==> config.mk <==
export PLATFORM = sky130hd
export DESIGN_NAME = audio_queue_servo_frame_adjust_unit
export DESIGN_NICKNAME = d
export VERILOG_FILES = /design/src/hw/rtl/fadj_pkg.sv /design/src/hw/rtl/fadj_block_ctl.sv /design/src/hw/rtl/fadj_frame_step.sv /design/src/hw/rtl/audio_queue_servo_frame_adjust_unit.sv
export SDC_FILE = /design/constraint.sdc
export NUM_CORES = 1
export LEC_CHECK = 0
export ABC_AREA = 1
export BUFFER_PORTS_ARGS = -buffer_cell sky130_fd_sc_hd__buf_2
export CAP_MARGIN = 15
export CORE_UTILIZATION = 45
export CTS_BUF_LIST = sky130_fd_sc_hd__clkbuf_8
export DETAILED_ROUTE_END_ITERATION = 16
export SLEW_MARGIN = 5
export SYNTH_ARGS = -nofsm -noshare
export SYNTH_HDL_FRONTEND = slang
export SYNTH_SLANG_ARGS = --single-unit
==> constraint.sdc <==
create_clock -name i_clk -period 5.25 [get_ports i_clk]
set_clock_uncertainty 0.2 [all_clocks]
set_input_delay 0.2625 -clock i_clk [delete_from_list [all_inputs] [get_ports i_clk]]
set_output_delay 0.2625 -clock i_clk [all_outputs]
set_load 0.1 [all_outputs]
==> src/hw/rtl/fadj_pkg.sv <==
// ----------------------------------------------------------------------------
// fadj_pkg
// shared types, widths and defaults of the queue-servo frame adjuster
// ----------------------------------------------------------------------------
package fadj_pkg;

    localparam int SAMPLE_W  = 16;
    localparam int SIZE_W    = 16;
    localparam int LEVEL_W   = 13;
    localparam int LEN_W     = 13;
    localparam int COUNT_W   = 32;
    localparam int COPIES_W  = 2;
    localparam int CORR_W    = 3;
    localparam int CFG_IDX_W = 8;
    localparam int CFG_DAT_W = 13;

    // parameter defaults
    localparam int MAX_BLOCK_DEF = 4096;
    localparam int WARMUP_DEF    = 120;
    localparam int POLL_DEF      = 16;
    localparam int STEP_DEF      = 2;

    // threshold reset values
    localparam logic [LEVEL_W-1:0] LOW_THR_RST  = 13'd2560;
    localparam logic [LEVEL_W-1:0] HIGH_THR_RST = 13'd3840;

    // register indexes
    localparam logic [CFG_IDX_W-1:0] REG_LOW_THRESHOLD  = 8'd0;
    localparam logic [CFG_IDX_W-1:0] REG_HIGH_THRESHOLD = 8'd1;

    // copies codes
    localparam logic [COPIES_W-1:0] COPIES_DROP = 2'd0;
    localparam logic [COPIES_W-1:0] COPIES_ONE  = 2'd1;
    localparam logic [COPIES_W-1:0] COPIES_DUP  = 2'd2;

    typedef enum logic [1:0] {
        ADJ_NONE = 2'd0,
        ADJ_DUP  = 2'd1,
        ADJ_DROP = 2'd2
    } t_adj;

    // block setup handed from block control to the frame stepper
    typedef struct packed {
        logic             load;
        logic [LEN_W-1:0] len;
        t_adj             dir;
    } t_blk_cmd;

endpackage

==> src/hw/rtl/fadj_block_ctl.sv <==
// ----------------------------------------------------------------------------
// fadj_block_ctl
// block counter, poll schedule and per-block adjustment decision
// ----------------------------------------------------------------------------
module fadj_block_ctl #(
    parameter int MAX_BLOCK = fadj_pkg::MAX_BLOCK_DEF,
    parameter int WARMUP    = fadj_pkg::WARMUP_DEF,
    parameter int POLL      = fadj_pkg::POLL_DEF,
    parameter int STEP      = fadj_pkg::STEP_DEF
) (
    input  logic                           i_clk,
    input  logic                           i_rst_n,
    input  logic                           i_fire,
    input  logic                           i_start,
    input  logic [fadj_pkg::SIZE_W-1:0]    i_size,
    input  logic [fadj_pkg::LEVEL_W-1:0]   i_level,
    input  logic                           i_level_valid,
    input  logic [fadj_pkg::LEVEL_W-1:0]   i_low_thr,
    input  logic [fadj_pkg::LEVEL_W-1:0]   i_high_thr,
    output fadj_pkg::t_blk_cmd             o_cmd
);
    import fadj_pkg::*;

    localparam int PollW = (POLL > 1) ? $clog2(POLL) : 1;

    logic [COUNT_W-1:0] r_block_count, n_block_count;
    logic [PollW-1:0]   r_poll_idx, n_poll_idx;

    logic             size_zero;
    logic [LEN_W-1:0] len;
    logic             poll_hit;
    logic             dup_ok;
    logic             drop_ok;
    t_adj             dir;

    always_comb begin
        size_zero = (i_size == '0);
        len = (i_size > SIZE_W'(MAX_BLOCK)) ? LEN_W'(MAX_BLOCK) : i_size[LEN_W-1:0];
        poll_hit = (r_block_count >= COUNT_W'(WARMUP)) && (r_poll_idx == '0)
                   && i_level_valid;
        dup_ok  = (len > LEN_W'(STEP))
                  && (({1'b0, len} + (LEN_W+1)'(STEP)) <= (LEN_W+1)'(MAX_BLOCK));
        drop_ok = (len > LEN_W'(STEP));

        dir = ADJ_NONE;
        if (poll_hit) begin
            priority if (i_level < i_low_thr) begin
                if (dup_ok) dir = ADJ_DUP;
            end else if (i_level > i_high_thr) begin
                if (drop_ok) dir = ADJ_DROP;
            end else begin
                // level inside the band
                dir = ADJ_NONE;
            end
        end

        o_cmd.load = i_start;
        o_cmd.len  = size_zero ? '0 : len;
        o_cmd.dir  = size_zero ? ADJ_NONE : dir;

        n_block_count = r_block_count;
        n_poll_idx    = r_poll_idx;
        if (i_fire && i_start && !size_zero) begin
            n_block_count = r_block_count + 1'b1;
            // counter wrap restarts the poll phase as the modulo would
            if (r_block_count == '1 || r_poll_idx == PollW'(POLL - 1)) begin
                n_poll_idx = '0;
            end else begin
                n_poll_idx = r_poll_idx + 1'b1;
            end
        end
    end

    always_ff @(posedge i_clk) begin
        if (!i_rst_n) begin
            r_block_count <= '0;
            r_poll_idx    <= '0;
        end else begin
            r_block_count <= n_block_count;
            r_poll_idx    <= n_poll_idx;
        end
    end

    a_poll_range: assert property (@(posedge i_clk) disable iff (!i_rst_n)
        r_poll_idx <= PollW'(POLL - 1))
        else $error("poll index out of range");

endmodule

==> src/hw/rtl/fadj_frame_step.sv <==
// ----------------------------------------------------------------------------
// fadj_frame_step
// bresenham phase accumulator deciding drop or duplicate per frame
// ----------------------------------------------------------------------------
module fadj_frame_step #(
    parameter int MAX_BLOCK = fadj_pkg::MAX_BLOCK_DEF,
    parameter int STEP      = fadj_pkg::STEP_DEF
) (
    input  logic                                 i_clk,
    input  logic                                 i_rst_n,
    input  logic                                 i_fire,
    input  fadj_pkg::t_blk_cmd                   i_cmd,
    output logic [fadj_pkg::COPIES_W-1:0]        o_copies,
    output logic signed [fadj_pkg::CORR_W-1:0]   o_correction
);
    import fadj_pkg::*;

    localparam int CorrPos = (STEP > 3) ? 3 : STEP;
    localparam int CorrNeg = (STEP > 4) ? 4 : STEP;

    logic [LEN_W-1:0] r_len, n_len;
    logic [LEN_W-1:0] r_idx, n_idx;
    logic [LEN_W-1:0] r_phase, n_phase;
    t_adj             r_dir, n_dir;

    logic [LEN_W-1:0] e_len, e_idx, e_phase;
    t_adj             e_dir;
    logic [LEN_W:0]   sum;
    logic             wrap;

    always_comb begin
        // state as seen after a block start on this frame
        if (i_cmd.load) begin
            e_len   = i_cmd.len;
            e_idx   = '0;
            e_phase = i_cmd.len >> 1;
            e_dir   = i_cmd.dir;
        end else begin
            e_len   = r_len;
            e_idx   = r_idx;
            e_phase = r_phase;
            e_dir   = r_dir;
        end

        sum  = {1'b0, e_phase} + (LEN_W+1)'(STEP);
        wrap = (sum >= {1'b0, e_len});

        n_len   = e_len;
        n_dir   = e_dir;
        n_idx   = e_idx;
        n_phase = e_phase;
        o_copies = COPIES_DROP;

        if (e_idx < e_len) begin
            n_idx    = e_idx + 1'b1;
            o_copies = COPIES_ONE;
            unique case (e_dir)
                ADJ_DUP: begin
                    n_phase = wrap ? LEN_W'(sum - {1'b0, e_len}) : sum[LEN_W-1:0];
                    if (wrap) o_copies = COPIES_DUP;
                end
                ADJ_DROP: begin
                    n_phase = wrap ? LEN_W'(sum - {1'b0, e_len}) : sum[LEN_W-1:0];
                    if (wrap) o_copies = COPIES_DROP;
                end
                default: ;
            endcase
        end

        unique case (e_dir)
            ADJ_DUP:  o_correction = CORR_W'(CorrPos);
            ADJ_DROP: o_correction = CORR_W'(-CorrNeg);
            default:  o_correction = '0;
        endcase
    end

    always_ff @(posedge i_clk) begin
        if (!i_rst_n) begin
            r_len   <= '0;
            r_idx   <= '0;
            r_phase <= '0;
            r_dir   <= ADJ_NONE;
        end else if (i_fire) begin
            r_len   <= n_len;
            r_idx   <= n_idx;
            r_phase <= n_phase;
            r_dir   <= n_dir;
        end
    end

    a_len_max: assert property (@(posedge i_clk) disable iff (!i_rst_n)
        (r_len <= LEN_W'(MAX_BLOCK)) && (r_idx <= r_len))
        else $error("block length or frame index out of range");

    a_phase_below_len: assert property (@(posedge i_clk) disable iff (!i_rst_n)
        (r_len == '0) || (r_phase < r_len))
        else $error("phase accumulator not below block length");

endmodule

==> src/hw/rtl/audio_queue_servo_frame_adjust_unit.sv <==
// ----------------------------------------------------------------------------
// audio_queue_servo_frame_adjust_unit
// queue-servo frame adjuster: drops or duplicates stereo frames per block
// ----------------------------------------------------------------------------
// usage
//   input channel (i_in_valid / o_in_stall): one stereo frame per word; the
//   word with block_start high carries block size, queue level and its valid
//   flag. output channel (o_out_valid / i_out_stall): one result word per
//   input word with the samples, a copies count (0, 1 or 2) and the signed
//   correction of the current block.
//   config channel (i_cfg_valid / o_cfg_ready): index 0 low threshold,
//   index 1 high threshold; other indexes are ignored. write only while idle.
// dataflow and throughput
//   a word is held in the input register and is processed while it
//   moves into the result register, from which its result is offered.
//   one word per cycle sustained while the result is not stalled: the
//   phase accumulator is a single combinational add-and-compare loop.
// reset
//   synchronous active-low; clears both stages, block count, accumulator and
//   thresholds back to their defaults. no clearing pass is needed.
// stall
//   a stalled result holds; the input register still fills, and o_in_stall
//   rises only when both registers hold words.
// ----------------------------------------------------------------------------
module audio_queue_servo_frame_adjust_unit #(
    parameter int MAX_BLOCK = fadj_pkg::MAX_BLOCK_DEF,
    parameter int WARMUP    = fadj_pkg::WARMUP_DEF,
    parameter int POLL      = fadj_pkg::POLL_DEF,
    parameter int STEP      = fadj_pkg::STEP_DEF
) (
    input  logic                                 i_clk,
    input  logic                                 i_rst_n,
    // input word channel
    input  logic                                 i_in_valid,
    output logic                                 o_in_stall,
    input  logic signed [fadj_pkg::SAMPLE_W-1:0] i_left_in,
    input  logic signed [fadj_pkg::SAMPLE_W-1:0] i_right_in,
    input  logic                                 i_block_start,
    input  logic [fadj_pkg::SIZE_W-1:0]          i_block_size,
    input  logic [fadj_pkg::LEVEL_W-1:0]         i_queue_level,
    input  logic                                 i_level_valid,
    // result word channel
    output logic                                 o_out_valid,
    input  logic                                 i_out_stall,
    output logic signed [fadj_pkg::SAMPLE_W-1:0] o_left_out,
    output logic signed [fadj_pkg::SAMPLE_W-1:0] o_right_out,
    output logic [fadj_pkg::COPIES_W-1:0]        o_copies,
    output logic signed [fadj_pkg::CORR_W-1:0]   o_correction,
    // configuration write channel
    input  logic                                 i_cfg_valid,
    output logic                                 o_cfg_ready,
    input  logic [fadj_pkg::CFG_IDX_W-1:0]       i_cfg_index,
    input  logic [fadj_pkg::CFG_DAT_W-1:0]       i_cfg_data
);
    import fadj_pkg::*;

    // thresholds
    logic [LEVEL_W-1:0] r_low_thr;
    logic [LEVEL_W-1:0] r_high_thr;

    // input register
    logic                        r_in_vld;
    logic signed [SAMPLE_W-1:0]  r_in_left;
    logic signed [SAMPLE_W-1:0]  r_in_right;
    logic                        r_in_start;
    logic [SIZE_W-1:0]           r_in_size;
    logic [LEVEL_W-1:0]          r_in_level;
    logic                        r_in_lvl_ok;

    // result register
    logic                        r_out_vld;
    logic signed [SAMPLE_W-1:0]  r_out_left;
    logic signed [SAMPLE_W-1:0]  r_out_right;
    logic [COPIES_W-1:0]         r_out_copies;
    logic signed [CORR_W-1:0]    r_out_corr;

    logic                        advance;   // result register may load
    logic                        in_load;   // input register may load
    logic                        fire;      // input word moves to results
    t_blk_cmd                    blk_cmd;
    logic [COPIES_W-1:0]         copies;
    logic signed [CORR_W-1:0]    corr;

    assign advance    = !r_out_vld || !i_out_stall;
    assign in_load    = !r_in_vld || advance;
    assign fire       = r_in_vld && advance;
    assign o_in_stall = !in_load;
    assign o_cfg_ready = 1'b1;

    // config writes
    always_ff @(posedge i_clk) begin
        if (!i_rst_n) begin
            r_low_thr  <= LOW_THR_RST;
            r_high_thr <= HIGH_THR_RST;
        end else if (i_cfg_valid && o_cfg_ready) begin
            if (i_cfg_index == REG_LOW_THRESHOLD)  r_low_thr  <= i_cfg_data;
            if (i_cfg_index == REG_HIGH_THRESHOLD) r_high_thr <= i_cfg_data;
        end
    end

    // input register
    always_ff @(posedge i_clk) begin
        if (!i_rst_n) begin
            r_in_vld <= 1'b0;
        end else if (in_load) begin
            r_in_vld <= i_in_valid;
        end
    end

    always_ff @(posedge i_clk) begin
        if (in_load && i_in_valid) begin
            r_in_left   <= i_left_in;
            r_in_right  <= i_right_in;
            r_in_start  <= i_block_start;
            r_in_size   <= i_block_size;
            r_in_level  <= i_queue_level;
            r_in_lvl_ok <= i_level_valid;
        end
    end

    // block decision
    fadj_block_ctl #(
        .MAX_BLOCK (MAX_BLOCK),
        .WARMUP    (WARMUP),
        .POLL      (POLL),
        .STEP      (STEP)
    ) u_block_ctl (
        .i_clk         (i_clk),
        .i_rst_n       (i_rst_n),
        .i_fire        (fire),
        .i_start       (r_in_start),
        .i_size        (r_in_size),
        .i_level       (r_in_level),
        .i_level_valid (r_in_lvl_ok),
        .i_low_thr     (r_low_thr),
        .i_high_thr    (r_high_thr),
        .o_cmd         (blk_cmd)
    );

    // per-frame drop/duplicate
    fadj_frame_step #(
        .MAX_BLOCK (MAX_BLOCK),
        .STEP      (STEP)
    ) u_frame_step (
        .i_clk        (i_clk),
        .i_rst_n      (i_rst_n),
        .i_fire       (fire),
        .i_cmd        (blk_cmd),
        .o_copies     (copies),
        .o_correction (corr)
    );

    // result register
    always_ff @(posedge i_clk) begin
        if (!i_rst_n) begin
            r_out_vld <= 1'b0;
        end else if (advance) begin
            r_out_vld <= r_in_vld;
        end
    end

    always_ff @(posedge i_clk) begin
        if (fire) begin
            r_out_left   <= r_in_left;
            r_out_right  <= r_in_right;
            r_out_copies <= copies;
            r_out_corr   <= corr;
        end
    end

    assign o_out_valid  = r_out_vld;
    assign o_left_out   = r_out_left;
    assign o_right_out  = r_out_right;
    assign o_copies     = r_out_copies;
    assign o_correction = r_out_corr;

    a_dup_needs_pos_corr: assert property (@(posedge i_clk) disable iff (!i_rst_n)
        (o_out_valid && (o_copies == COPIES_DUP)) |-> (o_correction > 0))
        else $error("duplicated frame without positive correction");

    a_in_holds_when_blocked: assert property (@(posedge i_clk) disable iff (!i_rst_n)
        (r_in_vld && !advance) |=> r_in_vld)
        else $error("input word lost while result stage blocked");

endmodule
# Yosys cells after proc, flatten, opt, wreduce, memory -nomap -nowiden
# Cells that the tools add are included.
word_totals:
  output_inout_bits: 40
  regBits: 205
  inputBits: 89
  ram_bits: 0
  mem_bits_ro: 0
  word_cells: 81
  n_memories: 0
  latchBits: 0
classes:
  muxes: 21
  n_div: 0
  n_eq_ne: 5
  magnitude_cmp: 8
  reduce_logical: 21
  shift: 0
  mul: 0
  n_bitwise: 0
  n_addsub: 6
ops:
  columns: ["operator", "n"]
  rows:
  - ["$mux 13", 9]
  - ["$add 32x1->32 const B", 1]
  - ["$eq 32x32->1 const B", 1]
  - ["$ge 32x7->1 const B", 1]
  - ["$add 13x2->14 const B", 2]
  - ["$lt 13x13->1", 2]
  - ["$gt 16x13->1 const B", 1]
  - ["$logic_not 16->1", 1]
  - ["$ge 14x13->1", 1]
  - ["$le 14x13->1 const B", 1]
  - ["$mux 2", 7]
  - ["$add 13x1->13 const B", 1]
  - ["$gt 13x13->1", 1]
  - ["$gt 13x2->1 const B", 1]
  - ["$sub 13x13->13", 1]
  - ["$eq 8x1->1 const B", 1]
  - ["$logic_not 8->1", 1]
  - ["$logic_and 1x1->1", 7]
  - ["$pmux 3 s2", 1]
  - ["$logic_not 1->1", 5]
  - ["$add 4x1->4 const B", 1]
  - ["$eq 4x4->1 const B", 1]
  - ["$logic_not 4->1", 1]
  - ["$mux 4", 1]
  - ["7 further kinds", 11]

# Depth between registers and ports, before layout
depth:
  word_depth: 14
  depth_mapped: 29
  ltp_nobuf: 28

# By module
# Synthesis repeated with hierarchy kept, for this count alone.
hier_totals:
  cells_unflattened: 1334
  hier_area_um2: 11064.4
by_module_without_submodules:
  columns: ["module", "instances", "cells_per_inst", "seq_area_each_um2", "area_per_inst_um2"]
  rows:
  - ["audio_queue_servo_frame_adjust_unit", 1, 274, 3563.4, 4214.0]
  - ["fadj_frame_step", 1, 571, 820.8, 3654.8]
  - ["fadj_block_ctl", 1, 489, 720.7, 3195.6]

# Least setup slack after synthesis
# OpenSTA, ideal clock, no wires.
synth_timing:
  kind: "register to register"
  startpoint: "register r_out_vld (netlist: o_out_valid)"
  endpoint: "register r_in_left[0] (enable)"
  setup_ns: 0.537
  path_buffers: 0
  required_ns: 4.513
  synth_period_minus_slack_ns: 4.217
  arrival_ns: 3.479
  stages_incl_launch_ff: 6
  setup_slack_ns: 1.033
  cell_sequence: "dfxtp_1 -> nand2_1 -> nor2_1 -> inv_1 -> nand2_1 -> inv_1"
synth_via:
  elab_chain_len: 4
synth_rtl:
  columns: ["element", "line_no", "rtl"]
  rows:
  - ["start: declaration", "audio_queue_servo_frame_adjust_unit.sv:71", "logic r_out_vld;"]
  - ["start signal: assignment", "audio_queue_servo_frame_adjust_unit.sv:158", "r_out_vld <= r_in_vld;"]
  - ["$logic_not 1->1", "audio_queue_servo_frame_adjust_unit.sv:84", "assign advance = !r_out_vld || !i_out_stall;"]
  - ["$logic_or 1x1->1", "audio_queue_servo_frame_adjust_unit.sv:84", null]
  - ["$logic_or 1x1->1", "audio_queue_servo_frame_adjust_unit.sv:85", "assign in_load = !r_in_vld || advance;"]
  - ["$logic_and 1x1->1", "audio_queue_servo_frame_adjust_unit.sv:111", "if (in_load && i_in_valid) begin"]
  - ["end signal: assignment", "audio_queue_servo_frame_adjust_unit.sv:112", "r_in_left <= i_left_in;"]
  - ["end: declaration", "audio_queue_servo_frame_adjust_unit.sv:63", "logic signed [SAMPLE_W-1:0] r_in_left;"]
# Every way passes these cells.
# A chain may end at the register's enable or synchronous reset.

# Worst setup path in the final report
layout_timing:
  startpoint: "register r_in_size[4]"
  endpoint: "register u_frame_step.r_phase[10]"
layout_via:
  elab_chain_len: 14
  word_cells_on_any_way: 27
  cone_classes: "add/sub: 3; order compare: 5; eq/ne: 2; mux: 14; reduce/logical: 3"
layout_rtl:
  columns: ["element", "line_no", "rtl"]
  rows:
  - ["start: declaration", "audio_queue_servo_frame_adjust_unit.sv:66", "logic [SIZE_W-1:0] r_in_size;"]
  - ["start signal: assignment", "audio_queue_servo_frame_adjust_unit.sv:115", "r_in_size <= i_block_size;"]
  - ["$gt 16x13->1", "fadj_block_ctl.sv:38", "len = (i_size > SIZE_W'(MAX_BLOCK)) ? LEN_W'(MAX_BLOCK) : i_size[LEN_W-1:0];"]
  - ["$mux 13", "fadj_block_ctl.sv:38", null]
  - ["$add 13x2->14", "fadj_block_ctl.sv:42", "&& (({1'b0, len} + (LEN_W+1)'(STEP)) <= (LEN_W+1)'(MAX_BLOCK));"]
  - ["$le 14x13->1", "fadj_block_ctl.sv:42", null]
  - ["$logic_and 1x1->1", "fadj_block_ctl.sv:42", null]
  - ["$mux 1", "fadj_block_ctl.sv:48", "if (dup_ok) dir = ADJ_DUP;"]
  - ["$mux 2", "fadj_block_ctl.sv:47", "priority if (i_level < i_low_thr) begin"]
  - ["$mux 2", "fadj_block_ctl.sv:46", "if (poll_hit) begin"]
  - ["$mux 2", "fadj_block_ctl.sv:59", "o_cmd.dir = size_zero ? ADJ_NONE : dir;"]
  - ["$mux 2", "fadj_frame_step.sv:33", "if (i_cmd.load) begin"]
  - ["$eq 2x1->1 / $eq 2x2->1 (equally long branches)", "fadj_frame_step.sv:57", "unique case (e_dir)"]
  - ["$reduce_or 2->1 (no source line)", null, null]
  - ["$mux 13", null, null]
  - ["$mux 13 (*)", "fadj_frame_step.sv:54", "if (e_idx < e_len) begin"]
  - ["end signal: assignment", "fadj_frame_step.sv:86", "r_phase <= n_phase;"]
  - ["end: declaration", "fadj_frame_step.sv:23", "logic [LEN_W-1:0] r_phase, n_phase;"]
# Mark *: on every way between the ends. The rest lies on a longest branch, timed or not.

==> reports/metrics.yaml <==
dp_hpwl_mm: 17.72
status: "completed"
coreArea_mm2: 0.02264
firstDrtPassIters: 5
synthFlopType: "dfxtp_1"
globalplace.congestion: 0.8855
finalCriticalPeriod_ns: 4.542
synth_seq_cells: 204
maxSlewViolCount: 0
antenna_cells: 0
start_util_pct: 45.78
cap_viol_max_count: 0
avgSynthCellArea_um2: 8.446
avgRoutedWirePerCell_um: 14.41
finalSetupTns_ns: 0
cts_root_buffer: "clkbuf_8"
drt_iter0_drc: 427
drive_above_1_share_pct: 15.34
power_mw: 3.552
rsz0062_at_grt: "no"
async_flop_share_pct: 0
path_max_fanout: 19
port_buffers: 126
slew_headroom_pct: 36.35
die-area_mm2: 0.02364
endpoint_kind: "flip-flop"
slowest_delay_ns: 0.42
area_delta_synth_final_pct: 22.75
power_density_mw_per_mm2: 279.2
ir_worst_vdd_mv: 0.2976
antenna_found_initial: 0
clk_pin_slew_ns: 0.06
ys_types: 54
finalNetCount: 1591
numCtsBuffers: 38
crit_arrival_ns: 4.80
grt_pass1_vias: 8488
hold_viol: 0
syn_inst: 1227
grt.overflow.total: 0
viasPerCell: 5.010
fmax_mhz: 220.2
cp.required_ns: 5.50
row_count: 55
drc: 0
cpMostUsedCell: "nand2_1"
cts_tree: "yes"
track_usage_pct: 21.90
worstSetupPathType: "flip-flop to flip-flop"
clk_latency_ns: 0.54
fin_crit_sh_pct: 86.51
min_path_type: "input pin to flip-flop"
seq_area_frac_synth_pct: 48.97
wl_mm: 25.34
clock_path_buffers: 3
grt_pass1_wl_mm: 41.61
start_kind: "flip-flop"
htreeDepth: 2
syn-cell-area_mm2: 0.01036
slowest_stage: "edfxtp_1"
synth_edf_count: 99
drtAntennaViolNets: 0
ioPinCount: 129
grt_max_degree: 56
finalSetupViolations: 0
num_vias: 8807
worst_slew_pin_slew_ns: 0.9548
leakage_nw: 5.202
fp.dieW_um: 153.8
cts_sinks: 204
syn_nets: 1375
synth_warnings: 0
fp.dieH_um: 153.8
==> path summary, 6_finish.rpt <==
| kind | from | to | slack [ns] | cells past startpoint |
|---|---|---|---|---|
| max | r_in_size[4]$_DFFE_PP_ | u_frame_step.r_phase[10]$_SDFFE_PN0P_ | 0.71 | 26 |
| min | i_rst_n | u_frame_step.r_idx[3]$_SDFFE_PN0P_ | 0.21 | 3 |
| min reg2reg | r_in_right[7]$_DFFE_PP_ | o_right_out[7]$_DFFE_PP_ | 0.21 | 0 |
| max reg2reg | r_in_size[4]$_DFFE_PP_ | u_frame_step.r_phase[10]$_SDFFE_PN0P_ | 0.71 | 26 |
==> what timing repair did <==
item                                    in CTS  in global routing
endpoints found under the hold margin       91                  0
setup buffers                                0                  0
gates resized for setup                      0                  0
hold buffers                                79                  0
endpoints found under the setup margin       0                  0
==> area by class of cell <==
type                            count  area (um2)
Fill cell                        2053        9920
Sequential cell                   204        5075
Multi-Input combinational cell    832        4533
Timing Repair Buffer              211        1466
Inverter                          156       585.6
Clock buffer                       41       564.3
Tap cell                          285       356.6
Clock inverter                     29       140.1
==> metrics by stage <==
step	setup slack, ns	cell area, um2	instances	utilization [%]	hold WS, ns
detailed placement	0.7636	11230	1609	49.58	0.2045
finish	0.7083	12720	1758	56.19	0.2066
floorplan	1.033	10360	1227	-	0.1614
global route	0.2556	12720	1758	56.19	0.2052
global placement	0.9465	11230	1609	49.58	0.2005
CTS	0.7310	12720	1758	56.19	0.1890
==> synthesized netlist by cell type (6+ instances only) <==
library cell	count	area share, %
nand3_2	6	0.58
nand3_1	55	2.7
nor3b_1	7	0.51
clkbuf_1	24	0.87
nor3_1	35	1.7
nand2_2	9	0.54
inv_1	151	5.5
nor2_2	7	0.42
o21ai_0	65	3.1
xor2_1	18	1.5
a21oi_1	113	5.5
nand2_1	269	9.7
nand4_1	26	1.6
nor2_1	94	3.4
nor4_1	9	0.54
o211ai_1	7	0.51
dfxtp_1	105	20
ha_1	58	7.0
edfxtp_1	99	29
==> placed cells by master (no fill, tap or decap), types with 2 or more instances in the layout <==
cell type	instances
xor2_1	18
nor2_1	94
nor2_2	6
o21a_1	3
inv_1	163
a31oi_1	5
nor3b_1	7
a21oi_1	113
conb_1	2
nand3_1	55
nand2_2	9
inv_2	4
clkinv_1	9
dlygate4sd3_1	79
o2111ai_1	2
nand3_2	6
nor4_1	9
buf_2	126
clkbuf_8	41
xnor2_1	4
buf_4	6
nor2_4	6
nand4_1	26
nand3b_1	2
o21ai_0	65
o211ai_1	7
ha_1	58
a21boi_0	2
edfxtp_1	99
nor3_2	2
clkinv_2	5
clkinvlp_4	2
nor3_1	35
dfxtp_1	105
a211oi_1	4
a21o_1	2
or2_2	3
nand2_1	269
nand2_4	3
==> layer usage <==
| layer | track usage, % | vias to the layer above | routed length (um) |
|---|---|---|---|
| met2 | 35.91 | 182 | 11660 |
| met3 | 4.904 | 51 | 1293 |
| met1 | 28.60 | 4006 | 11710 |
| li1 | - | 4568 | - |
| met5 | 0 | - | 0 |
| met4 | 7.286 | 0 | 674 |
==> report_power, final <==
group          total [mW]  leakage [nW]  internal [mW]  switching (mW)
Combinational       0.398          3.00          0.125           0.273
Clock                1.41         0.407          0.731           0.679
Sequential           1.74          1.80           1.72          0.0189
Total                3.55          5.20           2.58           0.971
==> critical path: cells and delay by family, from the launching register on <==
| kind | cells | cell delay (ns) |
|---|---|---|
| compound gates | 4 | 0.76 |
| xor+xnor | 1 | 0.23 |
| fa+ha+maj | 2 | 0.67 |
| buf+inv | 2 | 0.40 |
| flops | 1 | 0.42 |
| simple gates | 17 | 1.77 |
==> registers in the layout, summed over array words and instances (netlist names) <==
name,count
r_in_level,13
r_high_thr,13
u_block_ctl.r_poll_idx,4
u_frame_step.r_phase,13
r_in_left,16
o_right_out,16
u_frame_step.r_idx,13
r_in_start,1
r_in_lvl_ok,1
u_frame_step.r_dir,2
r_in_right,16
r_in_vld,1
r_low_thr,13
o_out_valid,1
r_in_size,16
o_copies,2
u_frame_step.r_len,13
o_left_out,16
o_correction,2
u_block_ctl.r_block_count,32
==> cell families after synthesis <==
family                   share of synthesized area (%)
AND/OR/NAND/NOR                                  23.51
AO/OA/AOI/OAI                                    11.06
flip-flops                                       48.97
buffers and inverters                            7.340
adder cells (fa/ha/maj)                          7.196
XOR/XNOR                                         1.859
other                                          0.07246
Note: power is estimated with default switching activity, not from simulation.
